--- config.mk ---
export PLATFORM = sky130hd
export DESIGN_NAME = zsn_unit
export DESIGN_NICKNAME = d
export VERILOG_FILES = /design/src/hw/rtl/zsn_pkg.sv /design/src/hw/rtl/zsn_unit.sv
export SDC_FILE = /design/constraint.sdc
export NUM_CORES = 1
export LEC_CHECK = 0
export BUFFER_PORTS_ARGS = -buffer_cell sky130_fd_sc_hd__buf_2
export CAP_MARGIN = 10
export CORE_ASPECT_RATIO = 0.8
export CORE_MARGIN = 3
export CORE_UTILIZATION = 57
export CTS_CLUSTER_SIZE = 20
export DETAILED_ROUTE_END_ITERATION = 12
export PLACE_DENSITY_LB_ADDON = 0.05
export RECOVER_POWER = 100
export SYNTH_ARGS = -nofsm -noshare
export SYNTH_HDL_FRONTEND = slang
export SYNTH_SLANG_ARGS = --single-unit
--- constraint.sdc ---
create_clock -name clk -period 16.06 [get_ports clk]
set_input_delay 0.803 -clock clk [delete_from_list [all_inputs] [get_ports clk]]
set_output_delay 0.803 -clock clk [all_outputs]
set_load 0.02 [all_outputs]
--- src/hw/rtl/zsn_pkg.sv ---
package zsn_pkg;

    localparam int DEF_MAX_DIMS     = 8;
    localparam int DEF_MAX_ELEMENTS = 8192;

    localparam int STEP_W     = 8;
    localparam int ND_W       = 8;
    localparam int CFG_DATA_W = 4;
    localparam int NUM_W      = 30;

    localparam logic CMD_LOAD = 1'b0;
    localparam logic CMD_READ = 1'b1;

    localparam logic CFG_NUM_DIMS      = 1'b0;
    localparam logic CFG_ENABLE_WHITEN = 1'b1;

    localparam logic [3:0] NUM_DIMS_RST = 4'd2;

    typedef struct packed {
        logic              cmd;
        logic signed [15:0] sample_value;
        logic              last_sample;
    } sample_t;

    typedef struct packed {
        logic signed [15:0] norm_value;
        logic              zero_spread;
        logic              last_out;
    } result_t;

    typedef enum logic [1:0] {
        OP_MUL  = 2'd0,
        OP_DIV  = 2'd1,
        OP_SQRT = 2'd2
    } unit_op_t;

    typedef struct packed {
        logic              start;
        unit_op_t          op;
        logic [STEP_W-1:0] steps;
    } ucmd_t;

endpackage

--- src/hw/rtl/zsn_unit.sv ---
module zsn_unit
    import zsn_pkg::*;
#(
    parameter int DW = 59
)
(
    input  logic          clk,
    input  logic          rst_n,
    input  ucmd_t         cmd,
    input  logic [DW-1:0] a,
    input  logic [DW-1:0] b,
    output logic          done,
    output logic [DW-1:0] q,
    output logic [DW-1:0] r
);

    localparam int RW = DW + 2;
    localparam int EW = DW + 1;

    unit_op_t          op_reg;
    logic [STEP_W-1:0] idx_reg;
    logic [EW-1:0]     a_reg;
    logic [DW-1:0]     b_reg;
    logic [RW-1:0]     acc_reg;
    logic [DW-1:0]     q_reg;
    logic              busy_reg;
    logic              done_reg;

    logic [STEP_W:0] pos;
    logic [EW-1:0]   a_sh;
    logic [DW-1:0]   b_sh;
    logic [RW-1:0]   t;
    logic [RW-1:0]   rhs;
    logic [RW:0]     diff;
    logic            ge;
    logic [DW-1:0]   mul_acc;

    always_comb
    begin
        pos     = (op_reg == OP_SQRT) ? {idx_reg, 1'b0} : {1'b0, idx_reg};
        a_sh    = a_reg >> pos;
        b_sh    = b_reg >> idx_reg;
        t       = (op_reg == OP_SQRT) ? {acc_reg[RW-3:0], a_sh[1:0]}
                                      : {acc_reg[RW-2:0], a_sh[0]};
        rhs     = (op_reg == OP_SQRT) ? {q_reg, 2'b01} : {2'b00, b_reg};
        diff    = {1'b0, t} - {1'b0, rhs};
        ge      = !diff[RW];
        mul_acc = {acc_reg[DW-2:0], 1'b0} + (b_sh[0] ? a_reg[DW-1:0] : '0);
    end

    always_ff @(posedge clk or negedge rst_n)
    begin
        if (!rst_n)
        begin
            busy_reg <= 1'b0;
            done_reg <= 1'b0;
            op_reg   <= OP_MUL;
        end
        else
        begin
            done_reg <= !cmd.start && busy_reg && (idx_reg == '0);
            if (cmd.start)
            begin
                op_reg   <= cmd.op;
                idx_reg  <= cmd.steps - 1'b1;
                a_reg    <= {1'b0, a};
                b_reg    <= b;
                acc_reg  <= '0;
                q_reg    <= '0;
                busy_reg <= 1'b1;
            end
            else if (busy_reg)
            begin
                unique case (op_reg)
                    OP_MUL:
                    begin
                        acc_reg <= {2'b00, mul_acc};
                    end
                    OP_DIV, OP_SQRT:
                    begin
                        if (ge)
                        begin
                            acc_reg <= diff[RW-1:0];
                            q_reg   <= {q_reg[DW-2:0], 1'b1};
                        end
                        else
                        begin
                            acc_reg <= t;
                            q_reg   <= {q_reg[DW-2:0], 1'b0};
                        end
                    end
                    default:
                    begin
                        acc_reg <= acc_reg;
                    end
                endcase
                idx_reg <= idx_reg - 1'b1;
                if (idx_reg == '0)
                begin
                    busy_reg <= 1'b0;
                end
            end
        end
    end

    assign done = done_reg;
    assign q    = (op_reg == OP_MUL) ? acc_reg[DW-1:0] : q_reg;
    assign r    = acc_reg[DW-1:0];

endmodule

Word level (Yosys, flattened, before mapping)
Index checks and enable logic that the tools add are counted.

Flip-flop bits (word level): 250. Bits of input ports: 131. Output and inout port bits: 119.

Add/subtract/negate cells: 4. Equality and inequality tests: 2. Shifts and indexed selects: 2. Muxes and demuxes: 16. Reduce and logical (&&, ||, !) cells: 9.

Operators by type and width (number): 2-to-1 mux 61 bit (4); 2-to-1 mux 59 bit (4); case mux 61 bit (2 select lines) (1); subtractor 61 x 61 -> 62 bit (1); adder 59 bit (1); right shift 59 x 8 -> 1 bit (1); right shift 59 x 9 -> 2 bit (1); 2-to-1 mux 8 bit (2); subtractor 8 x 1 -> 8 bit, second input constant (2); 2-to-1 mux 9 bit (1); logical NOT 8 bit (1); 2-to-1 mux 1 bit (4); AND reduction 2 bit (2); == test 2 x 1 -> 1 bit, second input constant (1); == test 2 bit, second input constant (1); logical AND 1 bit (2); logical NOT 2 bit (1); nonzero test 2 bit (1); OR reduction 2 bit (1); logical NOT 1 bit (1).

Longest topological paths before layout
Gate-level depths: netlist of run 1.

Depth in word-level cells: 8. Mapped depth: 28. Gate-level depth less buffers: 26.

Least setup slack after synthesis of run 1
Ideal clock, no wire load.

Path type: register -> register. Start point: reg op_reg[0]. End point: reg acc_reg[58], data pin. Setup time: 276 ps. Arrival: 5167 ps. Setup slack: 10617 ps. Cell stages (with the launch flop): 28. Clock period less this slack: 5443 ps. Path through: dfrtp_1 inv_1 ha_1 clkbuf_1 mux2_2 buf_2 mux4_2 nand2_1 a21oi_1 a31oi_1 o32ai_1 nand2_1 a21boi_0 o22ai_1 ha_1 inv_1 fa_1 a211oi_1 o21ai_1 or3b_1 a21oi_1 nor4bb_1 nor2_2 a41oi_1 a31oi_1 a31oi_1 mux2i_1 o221ai_1.

Word-level cells in the longest chain between the ends: 8.

Ends and longest elaborated chain: from (decl) (RTL line zsn_unit.sv:20) `unit_op_t op_reg;`; from (signal assigned) (RTL line zsn_unit.sv:64) `op_reg <= cmd.op;`; == test 2 bit; 2-to-1 mux 9 bit (RTL line zsn_unit.sv:40) `pos = (op_reg == OP_SQRT) ? {idx_reg, 1'b0} : {1'b0, idx_reg};`; right shift 59 x 9 -> 2 bit (RTL line zsn_unit.sv:41) `a_sh = a_reg >> pos;`; 2-to-1 mux 61 bit (RTL line zsn_unit.sv:43) `t = (op_reg == OP_SQRT) ? {acc_reg[RW-3:0], a_sh[1:0]}`; subtractor 61 x 61 -> 62 bit (RTL line zsn_unit.sv:46) `diff = {1'b0, t} - {1'b0, rhs};`; 2-to-1 mux 61 bit (RTL line zsn_unit.sv:81) `if (ge)`; case mux 61 bit (2 select lines) (*) (RTL line zsn_unit.sv:74) `unique case (op_reg)`; 2-to-1 mux 61 bit (*) (RTL line zsn_unit.sv:72) `else if (busy_reg)`; to (signal assigned) (RTL line zsn_unit.sv:77) `acc_reg <= {2'b00, mul_acc};`; to (signal assigned) (RTL line zsn_unit.sv:83) `acc_reg <= diff[RW-1:0];`; to (signal assigned) (RTL line zsn_unit.sv:88) `acc_reg <= t;`; to (decl) (RTL line zsn_unit.sv:24) `logic [RW-1:0] acc_reg;`.

Every way passes the cells marked *; elsewhere a longest branch is shown, timed or not. A chain may end at the register's enable or synchronous reset.

Final worst setup path of run 1
Start point: reg op_reg[0]. End point: reg acc_reg[26], data pin.

Same word-level chain as after synthesis.

==> impl_metrics.py, run 1 <==
metrics = {
    "outcome": {
        "status": "complete, but fails checks",
        "violations": "max-capacitance violations, max-slew violations",
    },
    "clocking": {
        "cts_tree": "done",
        "hold_buffers": 0,
        "insertion_delay_ns": 0.58,
        "cts_setup_buffers": 0,
        "cts_resized": 0,
        "cts.sinks": 249,
        "cts_made_buffers": 27,
        "cts_buffer_depth": 3,
        "clk_pin_slew_worst_paths_ns": 0.07,
        "h-tree-depth": 1,
        "root_buffer": "clkbuf_16",
    },
    "sta": {
        "slew_headroom_pct": -163.2,
        "rsz0062_at_grt": "false",
        "fin_worst_skew_ns": 0.01189,
        "timing.hold.ws_ns": 0.3942,
        "hold_viol_final": 0,
        "maxSlewViolCount": 672,
        "setup_tns_ns": 0,
        "max_clock_freq_mhz": 85.29,
        "fin_crit_sh_pct": 73.01,
        "tightest_slew_ns": 3.948,
        "fin_crit_ns": 11.72,
        "finalSetupViolations": 0,
    },
    "yosys": {
        "synth-xor-area-share_pct": 4.283,
        "ys_async_sr_fraction_pct": 1.606,
        "muxShareOfSynthArea_pct": 13.10,
        "synth_cell_types": 92,
        "yosys-top-cells-count": "nand2_1 (292), edfxtp_1 (245), a21oi_1 (205), nor2_1 (148), ha_1 (123)",
        "ys_seq_elements": 249,
        "synth.largest_area_cell": "edfxtp_1",
        "yosysTopAreaCellShare_pct": 33.62,
        "synth.most_common_cell": "nand2_1",
        "synthSimpleGateAreaFrac_pct": 15.69,
        "synthAdderAreaFrac_pct": 7.216,
        "avgSynthCellArea_um2": 9.283,
        "syn_area_um2": 21880,
        "ys_seq_area_share_pct": 34.08,
        "yosysWarnings": 0,
        "synth-edff-count": 245,
        "synth_top_flop_cell": "edfxtp_1",
        "synth_nets": 2613,
        "synthCells": 2357,
        "synth_compound_area_share_pct": 20.24,
        "synth_area_leaders": "edfxtp_1 (34%), ha_1 (7.0%), mux2_2 (6.2%)",
        "synth_top_family_by_area": "compound AO/OA/AOI/OAI gates",
    },
    "global_route": {
        "grt_pass1_vias": 18610,
        "grt_pass1_wl_mm": 111.8,
        "grt_overflow": 0,
        "antenna_found_initial": 0,
        "track_usage_pct": 35.03,
        "grt_max_degree": 67,
    },
    "floorplan": {
        "start_util_pct": 58.44,
        "rows": 63,
        "coreArea_um2": 37440,
        "die_w_um": 225.1,
        "dieArea_um2": 40790,
        "io_pins": 250,
        "die_height_um": 181.2,
    },
    "power_and_ir_drop": {
        "power_density_nw_per_um2": 118.8,
        "ir_drop_mv": 0.08593,
        "p_leak_nw": 9.204,
    },
    "setup_path": {
        "cp.required_ns": 16.25,
        "critPathArrivalTime_ns": 11.92,
        "crit_path_end": "acc_reg[26]",
        "path_class": "reg2reg",
        "reg2reg_to": "acc_reg[26]",
        "regToRegSetupSlack_ns": 4.34,
        "critPathCaptureType": "register",
        "reg2reg_from": "op_reg[0]",
        "critPathMaxFanout": 46,
        "startpoint": "op_reg[0]",
        "rr_worst_depth": 24,
        "start_kind": "register",
    },
    "placement": {
        "dp_hpwl_mm": 53.70,
        "dpl_cell_area_um2": 22900,
        "dp.cells": 2909,
        "gp_congestion": 0.9904,
        "io_buffers": 249,
    },
    "drt": {
        "viasPerCell": 6.684,
        "drt_iter0_drc": 2492,
        "drc": 0,
        "drtAntennaViolNets": 0,
        "vias": 19790,
        "drt_wl_total_mm": 73.70,
        "firstDrtPassIters": 6,
        "wl_per_cell_um": 24.89,
    },
    "final_layout": {
        "post-route-util_pct": 62.94,
        "area_growth_syn_to_layout_pct": 7.703,
        "final_area_um2": 23570,
        "final_cells": 2961,
        "largest_reg_flops": 60,
        "num-fill-cells": 3232,
        "drive_gt1_share_pct": 14.84,
        "layout.nets": 2708,
    },
    "flow_run": {
        "max-cap-violations": 14,
    },
    "hold_path": {
        "hold_class": "in2reg",
    },
}
-- worst min-delay path by stage --
stage / slack [ns] / startpoint / endpoint / depth (start not counted)
6_report: 0.39 / a[7] / a_reg[7] / 1
5_1_grt: 0.38 / b[12] / b_reg[12] / 1
4_1_cts: 0.38 / a[47] / a_reg[47] / 1
3_5_place_dp: 0.62 / busy_reg / busy_reg / 2
3_3_place_gp: 0.61 / busy_reg / busy_reg / 2
2_1_floorplan: 0.51 / rst_n / busy_reg / 0
-- where the power goes --
part / total, W / switching [W] / internal (W)
Clock: 0.000652 / 0.000280 / 0.000372
Combinational: 0.00125 / 0.000776 / 0.000475
Sequential: 0.000896 / 0.0000973 / 0.000798
Total: 0.00280 / 0.00115 / 0.00165
-- kinds of logic after synthesis --
| family | after synthesis |
|---|---|
| buffers and inverters | 239 |
| AO/OA/AOI/OAI | 666 |
| adder cells (fa/ha/maj) | 125 |
| XOR/XNOR | 107 |
| flip-flops | 249 |
| multiplexers | 236 |
| AND/OR/NAND/NOR | 735 |
-- final cells by class --
cell class	instances	area, µm²	share of cell area, %
diodes	1	2.502	0.01062
clock buffers	28	679.4	2.883
clock inverters	22	221.5	0.9397
inverters	32	120.1	0.5097
multi-input cells	1869	13240	56.16
flip-flops and latches	249	7457	31.64
well taps	487	609.3	2.586
repair buffers	273	1241	5.267
-- placed cells by master, fill, tap and decap left out, types with 19 or more instances in the layout --
cell type,instances
and2_1,65
ha_1,122
mux4_2,28
nand2_1,292
mux2_2,117
nand2b_1,19
a211oi_1,30
o21a_1,19
mux2i_1,84
buf_2,131
o21bai_1,22
clkbuf_16,27
a221oi_1,57
a31oi_1,20
xor2_1,43
inv_1,31
nor2_1,150
xnor2_1,64
edfxtp_1,245
o21ai_0,117
nand4_1,20
clkbuf_1,129
a21o_1,62
a21oi_1,205
nor3_1,67
nor2b_1,22
nand3_1,34
-- worst max-delay path, stage by stage (launching register included) --
cell	delay, ns
dfrtp_1	0.39
inv_1	0.13
ha_1	1.77
clkbuf_1	2.42
a22o_1	0.73
nor2_1	0.23
clkbuf_1	0.36
a221oi_1	0.36
nor2_1	0.08
a221oi_1	0.37
nor2_1	0.09
o221ai_1	0.17
o21ai_0	0.16
a22o_1	0.28
ha_1	0.29
nor2b_1	0.20
o31ai_1	0.12
a21bo_1	0.25
o211a_1	0.38
o22a_1	0.33
a31oi_1	0.43
a31o_1	0.97
mux2_1	0.40
a221oi_1	0.30
nor3_1	0.09
-- per-layer routing --
layer,GRT usage [%],vias up,share of wire (%)
li1,-,8993,-
met1,52.61,9492,44
met2,52.51,1194,43
met3,5.994,112,11
met4,8.869,0,2.6
met5,0,-,0
-- metrics by stage --
| stage | power, W | worst slack [ns] |
|---|---|---|
| detailed placement | 0.002138 | 8.075 |
| global placement | 0.002124 | 8.236 |
| floorplan | 0.001805 | 10.62 |
| finish | 0.002800 | 4.335 |
| CTS | 0.002790 | 7.999 |
| global route | 0.002934 | 3.894 |
Power figures use the tool's default switching activity.
==> inputs of run 2 (changes only) <==
==> constraint.sdc (replaced) <==
create_clock -name clk -period 11 [get_ports clk]
set_input_delay 0.55 -clock clk [delete_from_list [all_inputs] [get_ports clk]]
set_output_delay 0.55 -clock clk [all_outputs]
set_load 0.02 [all_outputs]
==> run 2 against run 1 <==
Power increased by 45%; sequential power increased by 46%; via count about the same; count of clock-buffer cells in the layout increased by 9; non-clock buffer count decreased by 1; global-route usage decreased by 0.22 points; wire length decreased by 0.13%; the run still ends with max-capacitance violations, max-slew violations left; critical path depth decreased by 3; clock power increased by 43%; die area unchanged.
==> impl_metrics.py, run 2 (synthesis gave the netlist of run 1 again) <==
metrics = {
    "floorplan": {
        "die_height_um": 181.2,
        "die_w_um": 225.1,
        "start_util_pct": 58.44,
        "rows": 63,
        "io_pins": 250,
        "coreArea_um2": 37440,
        "dieArea_um2": 40790,
    },
    "clocking": {
        "h-tree-depth": 1,
        "cts_made_buffers": 27,
        "hold_buffers": 0,
        "cts.sinks": 249,
        "root_buffer": "clkbuf_16",
        "cts_setup_buffers": 0,
        "cts_resized": 0,
        "cts_tree": "done",
        "cts_buffer_depth": 3,
        "insertion_delay_ns": 0.58,
        "clk_pin_slew_worst_paths_ns": 0.06,
    },
    "hold_path": {
        "hp-start": "a[13]",
        "worstHoldEndpoint": "a_reg[13]",
        "hold_class": "in2reg",
        "min_path_cells": 1,
    },
    "sta": {
        "rsz0062_at_grt": "false",
        "setup_tns_ns": 0,
        "fin_crit_sh_pct": 82.49,
        "tightest_slew_ns": 5.551,
        "max_clock_freq_mhz": 110.2,
        "fin_crit_ns": 9.074,
        "hold_viol_final": 0,
        "slew_headroom_pct": -270.1,
        "fin_worst_skew_ns": 0.01774,
        "finalSetupViolations": 0,
        "maxSlewViolCount": 562,
    },
    "placement": {
        "io_buffers": 249,
        "gp_congestion": 0.9710,
        "dp_hpwl_mm": 53.77,
        "dp.cells": 2908,
    },
    "setup_path": {
        "critPathMaxFanout": 25,
        "start_kind": "register",
        "reg2reg_from": "idx_reg[0]",
        "path_class": "reg2reg",
        "rr_worst_depth": 21,
        "critPathCaptureType": "register",
        "max_stage_delay_ns": 1.98,
        "reg2reg_to": "acc_reg[26]",
        "cp.required_ns": 11.10,
        "critPathArrivalTime_ns": 9.18,
        "cp_num_buf_inv": 2,
        "critPathTopFamily": "compound AO/OA/AOI/OAI gates",
        "regToRegSetupSlack_ns": 1.93,
        "cpMaxStageDelayCell": "clkbuf_1",
        "crit_chain": "clkbuf_1, nand2b_1, nor2_1, buf_4, a211oi_1, or4_1, o22ai_1, a21oi_1, o21ai_0, a22o_1, ha_1, nor2b_1, o31ai_1, a21bo_1, o211a_1, o22a_1, a31oi_4, a31o_1, mux2_1, a221oi_1, nor3_1",
    },
    "global_route": {
        "busiest_layer": "met1",
        "track_usage_pct": 34.81,
        "grt_overflow": 0,
        "grt_util_met3_pct": 5.962,
        "grt_max_degree": 102,
        "antenna_found_initial": 1,
        "grt_pass1_vias": 18540,
        "grt_pass1_wl_mm": 111.1,
        "grtUsageMet1_pct": 52.03,
        "use_met2_pct": 52.00,
    },
    "final_layout": {
        "final_cell_mix": "nand2_1 (291), edfxtp_1 (245), a21oi_1 (205)",
        "drive_gt1_share_pct": 15.21,
        "insertedDiodeCount": 0,
        "area_growth_syn_to_layout_pct": 7.851,
        "layout.nets": 2707,
        "final_cells": 2959,
        "largest_reg_flops": 60,
        "mostFrequentLayoutCell": "nand2_1",
    },
    "outcome": {
        "status": "complete, but fails checks",
        "violations": "max-capacitance violations, max-slew violations",
    },
    "drt": {
        "vias": 19800,
        "drc": 0,
        "wl_per_cell_um": 24.87,
        "drt_iter0_drc": 2323,
        "viasPerCell": 6.692,
        "firstDrtPassIters": 5,
        "drt_wl_total_mm": 73.60,
        "drtAntennaViolNets": 0,
    },
    "power_and_ir_drop": {
        "p_leak_nw": 9.206,
        "power_density_nw_per_um2": 172.4,
        "ir_drop_mv": 0.1622,
    },
    "flow_run": {
        "max-cap-violations": 10,
    },
}
## run 2: worst max path at each step
stage,slack [ns],from,depth (start not counted),to
6_report,1.93,idx_reg[0],21,acc_reg[26]
3_5_place_dp,3.09,op_reg[0],24,acc_reg[54]
2_1_floorplan,5.56,op_reg[0],27,acc_reg[58]
3_3_place_gp,3.28,op_reg[0],24,acc_reg[54]
4_1_cts,3.02,op_reg[0],24,acc_reg[54]
5_1_grt,1.33,idx_reg[0],23,acc_reg[44]
## run 2: power breakdown
group	internal (W)	switching (W)	leakage, nW	total [W]
clock	0.000533	0.000397	0.436	0.000930
sequential	0.00117	0.000141	2.45	0.00131
combinational	0.000695	0.00114	6.32	0.00183
## run 2: metrics by stage
step	power, W	util [%]	hold WS, ns	worst slack (ns)	area (µm²)
2_1_floorplan	0.002635	-	0.2544	5.557	21880
6_report	0.004069	63.03	0.1492	1.926	23600
3_5_place_dp	0.003126	61.18	0.6471	3.091	22910
5_1_grt	0.004270	63.03	0.1381	1.330	23600
3_3_place_gp	0.003102	61.18	0.6141	3.284	22910
4_1_cts	0.004055	63.57	0.1296	3.022	23800
## run 2: worst reg2reg max path, cell delays in order (launching register included)
cell and delay [ns]:
edfxtp_1 0.33, clkbuf_1 1.98, nand2b_1 0.76, nor2_1 0.27, buf_4 0.31, a211oi_1 0.13
or4_1 0.53, o22ai_1 0.22, a21oi_1 0.09, o21ai_0 0.26, a22o_1 0.27, ha_1 0.15
nor2b_1 0.21, o31ai_1 0.12, a21bo_1 0.24, o211a_1 0.37, o22a_1 0.34, a31oi_4 0.29
a31o_1 0.93, mux2_1 0.41, a221oi_1 0.30, nor3_1 0.09
## run 2: routing by layer
metal | wire [µm] | part of all wire (%)
met1 | 32790 | 45
met2 | 31860 | 43
met3 | 6926 | 9.4
met4 | 2025 | 2.8
met5 | 0 | 0
## run 2: area by class of cell
class,instances,area [µm²]
Multi-Input combinational cell,1869,13270
Fill cell,3190,13840
Clock inverter,13,130.1
Sequential cell,249,7457
Tap cell,487,609.3
Clock buffer,37,763.2
Timing Repair Buffer,272,1251
Inverter,32,120.1
